<file path="src/rtl/llh_ram.sv">
`timescale 1ns / 1ps
`default_nettype none
// ----------------------------------------------------------------------------
// Generic RAM
// One write port, one read port with registered read data.
// ----------------------------------------------------------------------------
module llh_ram #(
   parameter int WIDTH = 32,
   parameter int DEPTH = 32
) (
   input  wire logic                     clock,
   input  wire logic                     wr_en,
   input  wire logic [$clog2(DEPTH)-1:0] wr_addr,
   input  wire logic [WIDTH-1:0]         wr_data,
   input  wire logic [$clog2(DEPTH)-1:0] rd_addr,
   output logic      [WIDTH-1:0]         rd_data
);
   logic [WIDTH-1:0] mem [DEPTH];

   always_ff @(posedge clock) begin
      if (wr_en) begin
         mem[wr_addr] <= wr_data;
      end
      rd_data <= mem[rd_addr];
   end
endmodule
`default_nettype wire

</file>
<file path="config.mk">
export PLATFORM = sky130hd
export DESIGN_NAME = llh_ram
export DESIGN_NICKNAME = d
export VERILOG_FILES = /design/src/rtl/llh_ram.sv
export SDC_FILE = /design/constraint.sdc
export NUM_CORES = 1
export LEC_CHECK = 0
export ABC_AREA = 1
export BUFFER_PORTS_ARGS = -buffer_cell sky130_fd_sc_hd__buf_2
export CELL_PAD_IN_SITES_DETAIL_PLACEMENT = 2
export CELL_PAD_IN_SITES_GLOBAL_PLACEMENT = 2
export CORE_MARGIN = 1.5
export CORE_UTILIZATION = 30
export CTS_BUF_LIST = sky130_fd_sc_hd__clkbuf_4 sky130_fd_sc_hd__clkbuf_8 sky130_fd_sc_hd__clkbuf_16
export CTS_CLUSTER_SIZE = 20
export DETAILED_ROUTE_END_ITERATION = 10
export GPL_ROUTABILITY_DRIVEN = 1
export PLACE_DENSITY_LB_ADDON = 0.1
export SLEW_MARGIN = 20
export SYNTH_ARGS = -nofsm -noshare
export SYNTH_HDL_FRONTEND = slang
export SYNTH_SLANG_ARGS = --single-unit
</file>
<file path="constraint.sdc">
create_clock -name clock -period 2 [get_ports clock]
set_input_delay 0.1 -clock clock [delete_from_list [all_inputs] [get_ports clock]]
set_output_delay 0.1 -clock clock [all_outputs]
set_load 0.02 [all_outputs]
</file>
[After elaboration in Yosys (flattened, before gate mapping)]
Memories as Yosys holds them, arrays and structs flattened. A register that Yosys moved wholly into a read port is not among the register bits.
Cells that the tools add are included.
Storage, ports and cells
  flip-flop bits (word level): 0
  RAM bits: 1024
  input bits: 44
  output and inout bits: 32
  logic and storage cells: 3
  memories: 1
Cells by class
  muxes and demuxes: 2
Memories
  mem: words 32, width 32, read ports 1, clocked after memory_dff 1, wr ports 1, line 18  | logic [WIDTH-1:0] mem [DEPTH];
Operators by type and width (count)
  $mux W1: 2

[Logic depth before layout (Yosys ltp)]
  depth in word-level cells: 2
  depth in mapped cells: 12
  gate-level depth less buffers: 9

[Worst setup path before layout]
OpenSTA, ideal clock, no wires.
  kind: input to register
  start: in wr_addr[0]
  end: mem mem[8][0], enable pin
  library setup time: 421 ps
  arrival time: 1755 ps
  required time: 1579 ps
  slack: -176 ps
  cell stages on the path: 3
  buffers on the path: 0
  cells stage by stage: inv_1 -> nand3_1 -> nor2_1
RTL lines
  from (decl): line 13  | input wire logic [$clog2(DEPTH)-1:0] wr_addr,
  to (decl): line 18
Straight into the memory's write port.

[Worst setup path in the final report]
  start: reg rd_data[31] (read register of mem)
  end: out rd_data[31]
RTL lines
  from (decl): line 16  | output logic [WIDTH-1:0] rd_data
No word-level cell between the ends.

==> metrics.md <==
| Metric | Value |
|---|---|
| Yosys top cell by area | edfxtp_1 |
| First DRT Iteration DRCs | 1680 |
| Skew final | 0.0233 ns |
| RSZ-0062 raised after global routing | no |
| Congestion Overflow GR | 0 |
| Clock buffer depth | 3 |
| Pwr dens | 1020 nW/um^2 |
| Sum Neg Setup Slack | 0 ns |
| Type of origin of the critical path | flop |
| GR peak layer | met2 |
| Post-detailed-route DRC marker count | 0 |
| Drt total wl | 156 mm |
| Initial antenna violation count | 13 |
| Fin. Hold Viols | 0 |
| Hold/Removal Path Class | in2reg |
| Fillers | 14509 |
| Crit path time final | 1.76 ns |
| Post-CTS setup buffer count | 0 |
| Drt first pass iters | 7 |
| Area growth from synthesis to layout | 20.0% |
| Slew Limit Fails | 0 |
| CP Buf/Inv Count | 1 |
| H-tree Lvls | 4 |
| CP top delay family | flip-flops |
| Clock latency on the worst-skew pair | 0.76 ns |
| Grt met3 use | 3.48% |
| Most common cell in the netlist | nand2_1 |
| Post-synth ARST share | 0% |
| Synth Flop Type | edfxtp_1 |
| Synth top area cells | edfxtp_1 (73%), nand2_1 (13%), nand3_1 (9.2%) |
| Post-synthesis sequential area ratio | 74.0% |
| Netlist cell types | 14 |
| Final HPWL DP | 87.2 mm |
| Cells after Synth | 3536 |
| # IOs | 76 |
| Yosys top cell area share | 72.5% |
| Via/cell ratio | 5.02 |
| Largest net degree at the start of global routing | 71 |
| Seq cells post-synth | 1056 |
| Core area | 140000 sq um |
| Synthesis Warnings | 0 |
| Commonest cells post-synth | nand2_1 (1440), edfxtp_1 (1024), nand3_1 (780) |
| Clock sinks | 1056 |
| Fmax | 0.568 GHz |
| Slowest cell on crit path | dfxtp_1 |
| Global router's overall resource usage | 22.0% |
| Final setup vio count | 0 |
| Die ar. | 144000 sq um |
| Tcrit/Tclk final | 88.0% |
| CP Class | reg2out |
| Met2 GRT Util | 36.9% |
| Post-DRT Antenna Nets | 0 |
| Die Ht | 379 um |
| Crit-path max FO | 1 |
| Slew @ Worst Pin | 0.833 ns |
| TritonCTS buffer count | 130 |
| Slew headroom | 44.5% |
| Root cell of the clock tree | clkbuf_16 |
| Status | finished, final reports clean |
| CTS tree | built |
| Global-route wire length before repair | 225 mm |
| Critical-path cell list | buf_2 |
| Mean post-synth cell area | 12.0 sq um |
| Die X | 379 um |
| Port Buffers | 75 |
| CP required | 1.90 ns |
| Crit end category | primary output |
| WHS | 0.0963 ns |
| Final Wtd Congestion | 0.759 |
| Via Count | 28661 |
| Layout Nets | 3777 |
| Vias in the first global route | 31297 |
| Post-synth EDFFs | 1024 |
| Worst EP arrival | 1.66 ns |
| Peak supply drop | 701 uV |
| Post-synthesis net count | 3580 |
| Pleak | 18.6 nW |
| Mapped Area | 42400 sq um |
| Largest stage delay, worst path | 0.63 ns |
| Site Rows | 137 |
| Initial core utilization | 30.3% |
| Met1 usage | 29.2% |
| Max-capacitance violation count | 0 |
| CTS clock-pin slew for the worst setup and hold paths | 0.05 ns |
| Share of layout cells above drive strength 1 | 13.0% |
| Wire per inst | 27.3 um |
worst paths after layout:
kind	from	end	slack (ns)	cells after the start
setup / recovery	rd_data[31]$_DFF_P_	rd_data[31]	0.24	1
hold reg to reg	mem[10][29]$_DFFE_PP_	rd_data[29]$_DFF_P_	0.76	8
hold / removal	rd_addr[2]	rd_data[14]$_DFF_P_	0.1	7
setup reg to reg	mem[19][4]$_DFFE_PP_	rd_data[4]$_DFF_P_	0.69	8
power breakdown:
group,switching [mW],internal (mW)
Clock,9.29,14.2
Combinational,2.46,0.965
Sequential,0.144,24.6
Total,11.9,39.8
per-layer routing:
| layer | share of wire (%) | wire length (um) | vias up |
|---|---|---|---|
| li1 | - | - | 12756 |
| met1 | 45 | 70900 | 15167 |
| met2 | 48 | 75500 | 511 |
| met3 | 3.4 | 5310 | 219 |
| met4 | 2.8 | 4350 | 8 |
| met5 | 0.030 | 47 | - |
metrics by stage:
stage | total power [mW] | cell area (sq um) | utilization (%) | instances | setup slack, ns
3_3_place_gp | 28.5 | 46300 | 33.1 | 5441 | 0.115
6_report | 51.7 | 50900 | 36.4 | 5708 | 0.239
3_5_place_dp | 28.6 | 46300 | 33.1 | 5441 | 0.0783
5_1_grt | 53.4 | 50900 | 36.4 | 5708 | 0.171
4_1_cts | 52.4 | 50900 | 36.4 | 5707 | 0.201
2_1_floorplan | 26.9 | 42400 | - | 3536 | -0.176
flip-flops by register name (all words and copies together), names as in the netlist:
name     count
rd_data     32
mem       1024
logic make-up (layout without fill, tap and decap cells):
| group | Yosys count | count (layout) | synth area share (%) |
|---|---|---|---|
| buf+inv | 228 | 523 | 3.74 |
| other cells | 0 | 1 | 0 |
| simple gates | 2252 | 2252 | 22.2 |
| flops | 1056 | 1056 | 74.0 |
timing repair:
action / 4_1_cts / 5_1_grt
hold buffers: 36 / 0
resized for setup: 0 / 0
hold endpoints to repair: 1037 / 0
cells in the final DEF (no fill, tap or decap), types with 2 or more instances in the layout:
cell,count
buf_12,88
buf_2,71
buf_4,85
buf_8,2
bufinv_16,7
clkbuf_16,134
clkbuf_4,38
clkbuf_8,14
clkinv_1,15
clkinv_2,15
dfxtp_1,32
dlygate4sd3_1,36
edfxtp_1,1024
inv_1,5
inv_6,5
nand2_1,1440
nand3_1,780
nor2_4,32
final cells by class:
cell class	count	area [sq um]	share of cell area [%]
clock buffers	186	3830	7.53
repair buffers	283	3160	6.20
well taps	1876	2350	4.61
flip-flops and latches	1056	31400	61.7
diodes	1	2.50	0.00492
inverters	10	68.8	0.135
multi-input cells	2252	9670	19.0
clock inverters	44	409	0.804
(Power assumes the default switching activity.)
