==> src/rtl/llh_pkg.sv <==
`timescale 1ns / 1ps
`default_nettype none
// ----------------------------------------------------------------------------
// Latency histogram package
// Shared widths, command and status codes.
// ----------------------------------------------------------------------------
package llh_pkg;
   localparam int TABLE_ENTRIES_DEF = 64;
   localparam int HIST_BUCKETS_DEF  = 32;
   localparam int CSR_IDX_W  = 1;
   localparam int CSR_DATA_W = 32;

   localparam logic [CSR_IDX_W-1:0] CSR_GROUP_FILTER = 1'd0;
   localparam logic [CSR_IDX_W-1:0] CSR_TIME_UNIT    = 1'd1;

   localparam logic [1:0] CMD_ENTRY = 2'd0;
   localparam logic [1:0] CMD_EXIT  = 2'd1;
   localparam logic [1:0] CMD_READ  = 2'd2;

   localparam logic [1:0] UNIT_US = 2'd1;
   localparam logic [1:0] UNIT_MS = 2'd2;

   localparam logic [2:0] ST_STORED   = 3'd0;
   localparam logic [2:0] ST_FILTERED = 3'd1;
   localparam logic [2:0] ST_FULL     = 3'd2;
   localparam logic [2:0] ST_NOSTART  = 3'd3;
   localparam logic [2:0] ST_COUNTED  = 3'd4;
   localparam logic [2:0] ST_READ     = 3'd5;

   typedef struct packed {
      logic [1:0]  cmd;
      logic [31:0] thread_id;
      logic [31:0] group_id;
      logic [63:0] time_ns;
      logic [4:0]  bucket_select;
   } req_type;

   typedef struct packed {
      logic [2:0]  status;
      logic [4:0]  bucket;
      logic [31:0] bucket_count;
   } rsp_type;
endpackage
`default_nettype wire

==> src/rtl/llh_divlog.sv <==
`timescale 1ns / 1ps
`default_nettype none
// ----------------------------------------------------------------------------
// Scaled log2 unit
// Compares the elapsed time against the unit shifted by every power of two,
// which gives the floor log2 of the scaled time without a divider, and
// returns it saturated at the last bucket. Done is start passed through the stg1, stg2 and done registers.
// ----------------------------------------------------------------------------
module llh_divlog #(
   parameter int HIST_BUCKETS = 32
) (
   input  wire logic                            clock,
   input  wire logic                            reset,
   input  wire logic                            start,
   input  wire logic [63:0]                     delta,
   input  wire logic [1:0]                      unit,
   output logic                                 done,
   output logic      [$clog2(HIST_BUCKETS)-1:0] slot
);
   import llh_pkg::*;

   localparam int SW = $clog2(HIST_BUCKETS);

   logic          stg1_ff, stg2_ff, done_ff;
   logic [63:0]   delta_ff;
   logic [19:0]   dvs_ff, dvs_in;
   logic [63:1]   ge_ff, ge_in;
   logic [5:0]    lg;
   logic [SW-1:0] slot_ff, slot_in;

   always_comb begin
      unique case (unit)
         UNIT_US: dvs_in = 20'd1000;
         UNIT_MS: dvs_in = 20'd1000000;
         default: dvs_in = 20'd1;
      endcase
   end

   always_comb begin
      for (int k = 1; k < 64; k++) begin
         ge_in[k] = ({20'd0, delta_ff} >= ({64'd0, dvs_ff} << k));
      end
   end

   always_comb begin
      lg = 6'd0;
      for (int k = 1; k < 64; k++) begin
         if (ge_ff[k]) begin
            lg = 6'(k);
         end
      end
   end

   always_comb begin
      if ({1'b0, lg} >= 7'(HIST_BUCKETS)) begin
         slot_in = SW'(HIST_BUCKETS - 1);
      end else begin
         slot_in = SW'(lg);
      end
   end

   always_ff @(posedge clock) begin
      if (reset) begin
         stg1_ff <= 1'b0;
         stg2_ff <= 1'b0;
         done_ff <= 1'b0;
      end else begin
         stg1_ff <= start;
         stg2_ff <= stg1_ff;
         done_ff <= stg2_ff;
      end
      if (start) begin
         delta_ff <= delta;
         dvs_ff   <= dvs_in;
      end
      if (stg1_ff) begin
         ge_ff <= ge_in;
      end
      if (stg2_ff) begin
         slot_ff <= slot_in;
      end
   end

   assign done = done_ff;
   assign slot = slot_ff;
endmodule
`default_nettype wire

==> config.mk <==
export PLATFORM = sky130hd
export DESIGN_NAME = llh_divlog
export DESIGN_NICKNAME = d
export VERILOG_FILES = /design/src/rtl/llh_pkg.sv /design/src/rtl/llh_divlog.sv
export SDC_FILE = /design/constraint.sdc
export NUM_CORES = 1
export LEC_CHECK = 0
export ABC_AREA = 0
export BUFFER_PORTS_ARGS = -buffer_cell sky130_fd_sc_hd__buf_2
export CAP_MARGIN = 30
export CELL_PAD_IN_SITES_DETAIL_PLACEMENT = 1
export CELL_PAD_IN_SITES_GLOBAL_PLACEMENT = 2
export CORE_UTILIZATION = 42
export DETAILED_ROUTE_END_ITERATION = 10
export GPL_TIMING_DRIVEN = 0
export PLACE_DENSITY_LB_ADDON = 0.1
export SYNTH_ARGS = -nofsm -noshare
export SYNTH_HDL_FRONTEND = slang
export SYNTH_SLANG_ARGS = --single-unit
export TNS_END_PERCENT = 1
==> constraint.sdc <==
create_clock -name clock -period 6.1 [get_ports clock]
set_input_delay 0.61 -clock clock [delete_from_list [all_inputs] [get_ports clock]]
set_output_delay 0.61 -clock clock [all_outputs]
set_load 0.02 [all_outputs]
# After elaboration in Yosys (flattened, before gate mapping)
# Cells that the tools add are included.
# totals
register_bits	155
word_cells	137
# classes
n_eq_ne	2
mux	64
order_cmp	64
# op_table
op	n
$mux 6	32
$ge 64x83->1	1
$ge 64x82->1	1
$ge 64x81->1	1
$ge 64x80->1	1
$mux 5	16
$ge 64x79->1	1
$ge 64x78->1	1
$ge 64x77->1	1
$ge 64x76->1	1
$ge 64x75->1	1
$ge 64x74->1	1
$ge 64x73->1	1
$ge 64x72->1	1
$ge 64x71->1	1
$ge 64x70->1	1
$ge 64x69->1	1
$ge 64x68->1	1
$ge 64x67->1	1
$ge 64x66->1	1
$ge 64x65->1	1
$ge 64x21->1	1
$ge 64x22->1	1
$ge 64x23->1	1
other kinds (49)	60

# Depth between registers and ports, before layout
# depth
ltp_word	64
mapped_depth	10
mapped_depth_nobuf	8

# Least setup slack after synthesis
# OpenSTA, ideal clock, no wires.
# synth_timing
path_type	register to register
start	reg dvs_ff[18]
end	reg ge_ff[7] in the netlist's numbering (data pin)
path_stages_with_launch	9
arrival_time_ns	3.103
synth_period_minus_slack_ns	3.391
slack_ns	2.709
n_path_buf	0
required_ns	5.812
path_cell_list	edfxtp_1 > inv_1 > ha_1 > a211o_1 > a221o_1 > a31oi_1 > nor2_1 > o21ai_0 > nand4_1
# synth_between
elab_chain_len	1
# synth_rtl
item	line_no	rtl
start, declared	llh_divlog.sv:26	logic [19:0] dvs_ff, dvs_in;
start signal, assigned	llh_divlog.sv:74	dvs_ff <= dvs_in;
$ge 64x27->1	llh_divlog.sv:41	ge_in[k] = ({20'd0, delta_ff} >= ({64'd0, dvs_ff} << k));
via ge_in, one bit	llh_divlog.sv:27	logic [63:1] ge_ff, ge_in;
end signal, assigned	llh_divlog.sv:77	ge_ff <= ge_in;
end, declared	llh_divlog.sv:27	
# The timed path passes the listed nets, and every way through them passes these cells.
# A chain may end at the register's enable or synchronous reset.

# Final worst setup path
# layout_timing
start	reg delta_ff[15]
end	reg ge_ff[41] in the netlist's numbering (data pin)
# layout_between
elab_chain_len	1
# layout_rtl
item	line_no	rtl
start, declared	llh_divlog.sv:25	logic [63:0] delta_ff;
start signal, assigned	llh_divlog.sv:73	delta_ff <= delta;
$ge 64x61->1	llh_divlog.sv:41	
via ge_in, one bit	llh_divlog.sv:27	
# The timed path passes the listed nets, and every way through them passes these cells.

==> run metrics <==
HP Class=in -> reg; CP cell instances=clkbuf_1, or4_1, and4b_1, clkbuf_1, nand2_1, nor4_1, nor3b_1, o41ai_1, buf_2; synthesized flop and latch total=139; Slew HR=24.79%; setup tns final=0 ns; mux share of post-synthesis cell area=0%; initial antenna violation count=6; CTS tree=yes; clock sink count=139; FMAX=0.2231 GHz; slew at the pin with the worst max-slew slack=1.119 ns; Top cell by count, worst path=clkbuf_1; I/O Pins=75; Placer Congestion=1.067; RSZ-0062 raised after global routing=false; Pint=2.250 mW; clock power share=26.5%; WL per Instance=35.72 um; Sw Share=47.10%; largest net degree at the start of global routing=70; synthesized cell area=0.01687 mm2; sequential cell area fraction in the yosys report=24.56%; number of hold buffers added after cts=0; initial core utilization=42.57%; Die ar.=0.04098 mm2; Worst Setup End Kind=register; largest family of logic cells by synthesized area=simple AND/OR/NAND/NOR gates; number of enable flip-flop cells after synthesis=136; logic gate share of total power=44.1%; Yosys top cell area share=24.20%; drt total wl=97630 um; share of cells above drive strength 1=8.160%; vias post-DR=20460; final-report hold violation count=0; Synth Net Count=2402; Syn Area/Cell=8.120 um2; H-Tree Depth=4; Resize count post-CTS=0; count of pins over their slew limit=0; post-layout minimum cycle time=4.482 ns; Die Y=202.4 um; Worst-Skew Late Latency=0.52 ns; Tcrit/Tclk final=73.47%; initial DRC count=2942; cell row count=73; grt total ovfl=0; switching power total=2.003 mW; die width=202.4 um; area of placed instances=0.01818 mm2; Yosys cell types=78; first-pass GRT wire length=140500 um; clk_skew=0.03070 ns; IO Port Bufs=74; vias in the first global route=20230; Cell Pwr Density=226.1 mW/mm2; Adder-Cell Fraction of Synth Area=18.91%; Max Cap Violations=0; Mapped Cells=2078; layout net count=2517; CTS Root Cell=clkbuf_16; Flop pwr share=29.4%; Largest stage delay, worst path=0.72 ns; Worst Path Max Fanout=9; Via density=7.486; status=complete, no violations; Synth area leaders=edfxtp_1, ha_1, nand4_1; floorplan core area=0.03964 mm2; Worst setup SP type=register; Num CTS Buffers=17; compound-cell area share of the yosys netlist=22.56%; Clock Tree Buf Depth=2; Main synth FF type=edfxtp_1; XOR/XNOR Fraction of Synth Area=0%; Req. time, crit path=6.45 ns; most common cell in the netlist=ha_1; peak supply drop=0.3100 mV; All-Layer GR Usage=47.16%; Synth Area in Simple Gates=29.19%; Final Cell Area=0.01881 mm2; Reg clk slew, reported paths=0.10 ns; post-route ant nets=0; crit path kind=reg -> reg; fraction of registers with async set/reset=0%; postcts setup bufs=0; area delta synth->final=11.46%; area leader, netlist=edfxtp_1; CP max-delay cell=o41ai_1; Syn. warnings=0; dpl hpwl=76260 um; Critical Path AT=4.83 ns; Remaining DRCs=0; detailed-router iteration count before antenna repair=6; top cells by count, synth=ha_1, nor2_1, nand2_1, a21oi_1, edfxtp_1; Setup violations, final=0; Leak Pwr=7.016 nW
cells by family after synthesis:
logic type | Yosys count
fa+ha+maj | 255
buf+inv | 201
compound gates | 573
simple gates | 910
flops | 139
through the flow:
| stage | hold slack, ns | worst slack [ns] | util [%] | total power [mW] | instances |
|---|---|---|---|---|---|
| global route | 0.2661 | 1.770 | 47.43 | 4.356 | 2731 |
| detailed placement | 0.5788 | 1.799 | 45.87 | 3.010 | 2697 |
| floorplan | 0.5107 | 2.709 | - | 2.252 | 2078 |
| global placement | 0.5627 | 0.3131 | 45.16 | 2.953 | 2677 |
| CTS | 0.2487 | 1.775 | 47.40 | 4.131 | 2729 |
| finish | 0.2571 | 1.618 | 47.44 | 4.253 | 2733 |
power groups by stage:
stage          clock, mW  sequential (mW)  combinational [mW]
2_1_floorplan          0             1.21                1.04
3_3_place_gp           0             1.28                1.67
3_5_place_dp           0             1.26                1.75
4_1_cts             1.13             1.24                1.76
5_1_grt             1.15             1.25                1.95
6_report            1.13             1.25                1.87
cell type report:
type,instances,area [um2]
Inverter,119,454.2
Sequential cell,139,4145
Antenna cell,2,5.005
Buffer,82,360.3
Timing Repair Buffer,96,618.1
Multi-Input combinational cell,1738,11960
Clock buffer,17,425.4
Clock inverter,15,181.4
Fill cell,4839,20830
Tap cell,525,656.9
final timing paths:
path | from | end | slack [ns] | depth (start not counted)
max reg2reg | delta_ff[15] | ge_ff[41] | 1.62 | 9
min | delta[48] | delta_ff[48] | 0.26 | 1
min reg2reg | ge_ff[42] | slot[3] | 0.57 | 2
max | delta_ff[15] | ge_ff[41] | 1.62 | 9
critical path: cells and delay by family (launching register included):
family          cells  cell delay (ns)
buf+inv             3             0.99
compound gates      1             0.72
simple gates        5             2.10
flops               1             0.50
sequential cells by signal, indices dropped and copies added (netlist names):
register / flops
done: 1
stg1_ff: 1
stg2_ff: 1
slot: 5
dvs_ff: 4
delta_ff: 64
ge_ff: 63
placed cells by master (no fill, tap or decap), drive strengths merged, types with 99 or more instances in the layout:
cell type	Yosys	layout
ha	255	255
nor2	176	176
nand2	139	139
a21oi	137	137
edfxtp	136	136
inv	118	129
nand4	127	127
o21ai	123	123
nor4	102	102
buf	6	99
metal layers:
layer,wire length (um),vias to the layer above,global-route usage [%]
li1,-,8482,-
met2,38680,1605,64.42
met5,119,-,1.071
met3,15110,227,18.59
met1,40600,10140,66.30
met4,3123,10,16.11
(Power assumes the default switching activity.)
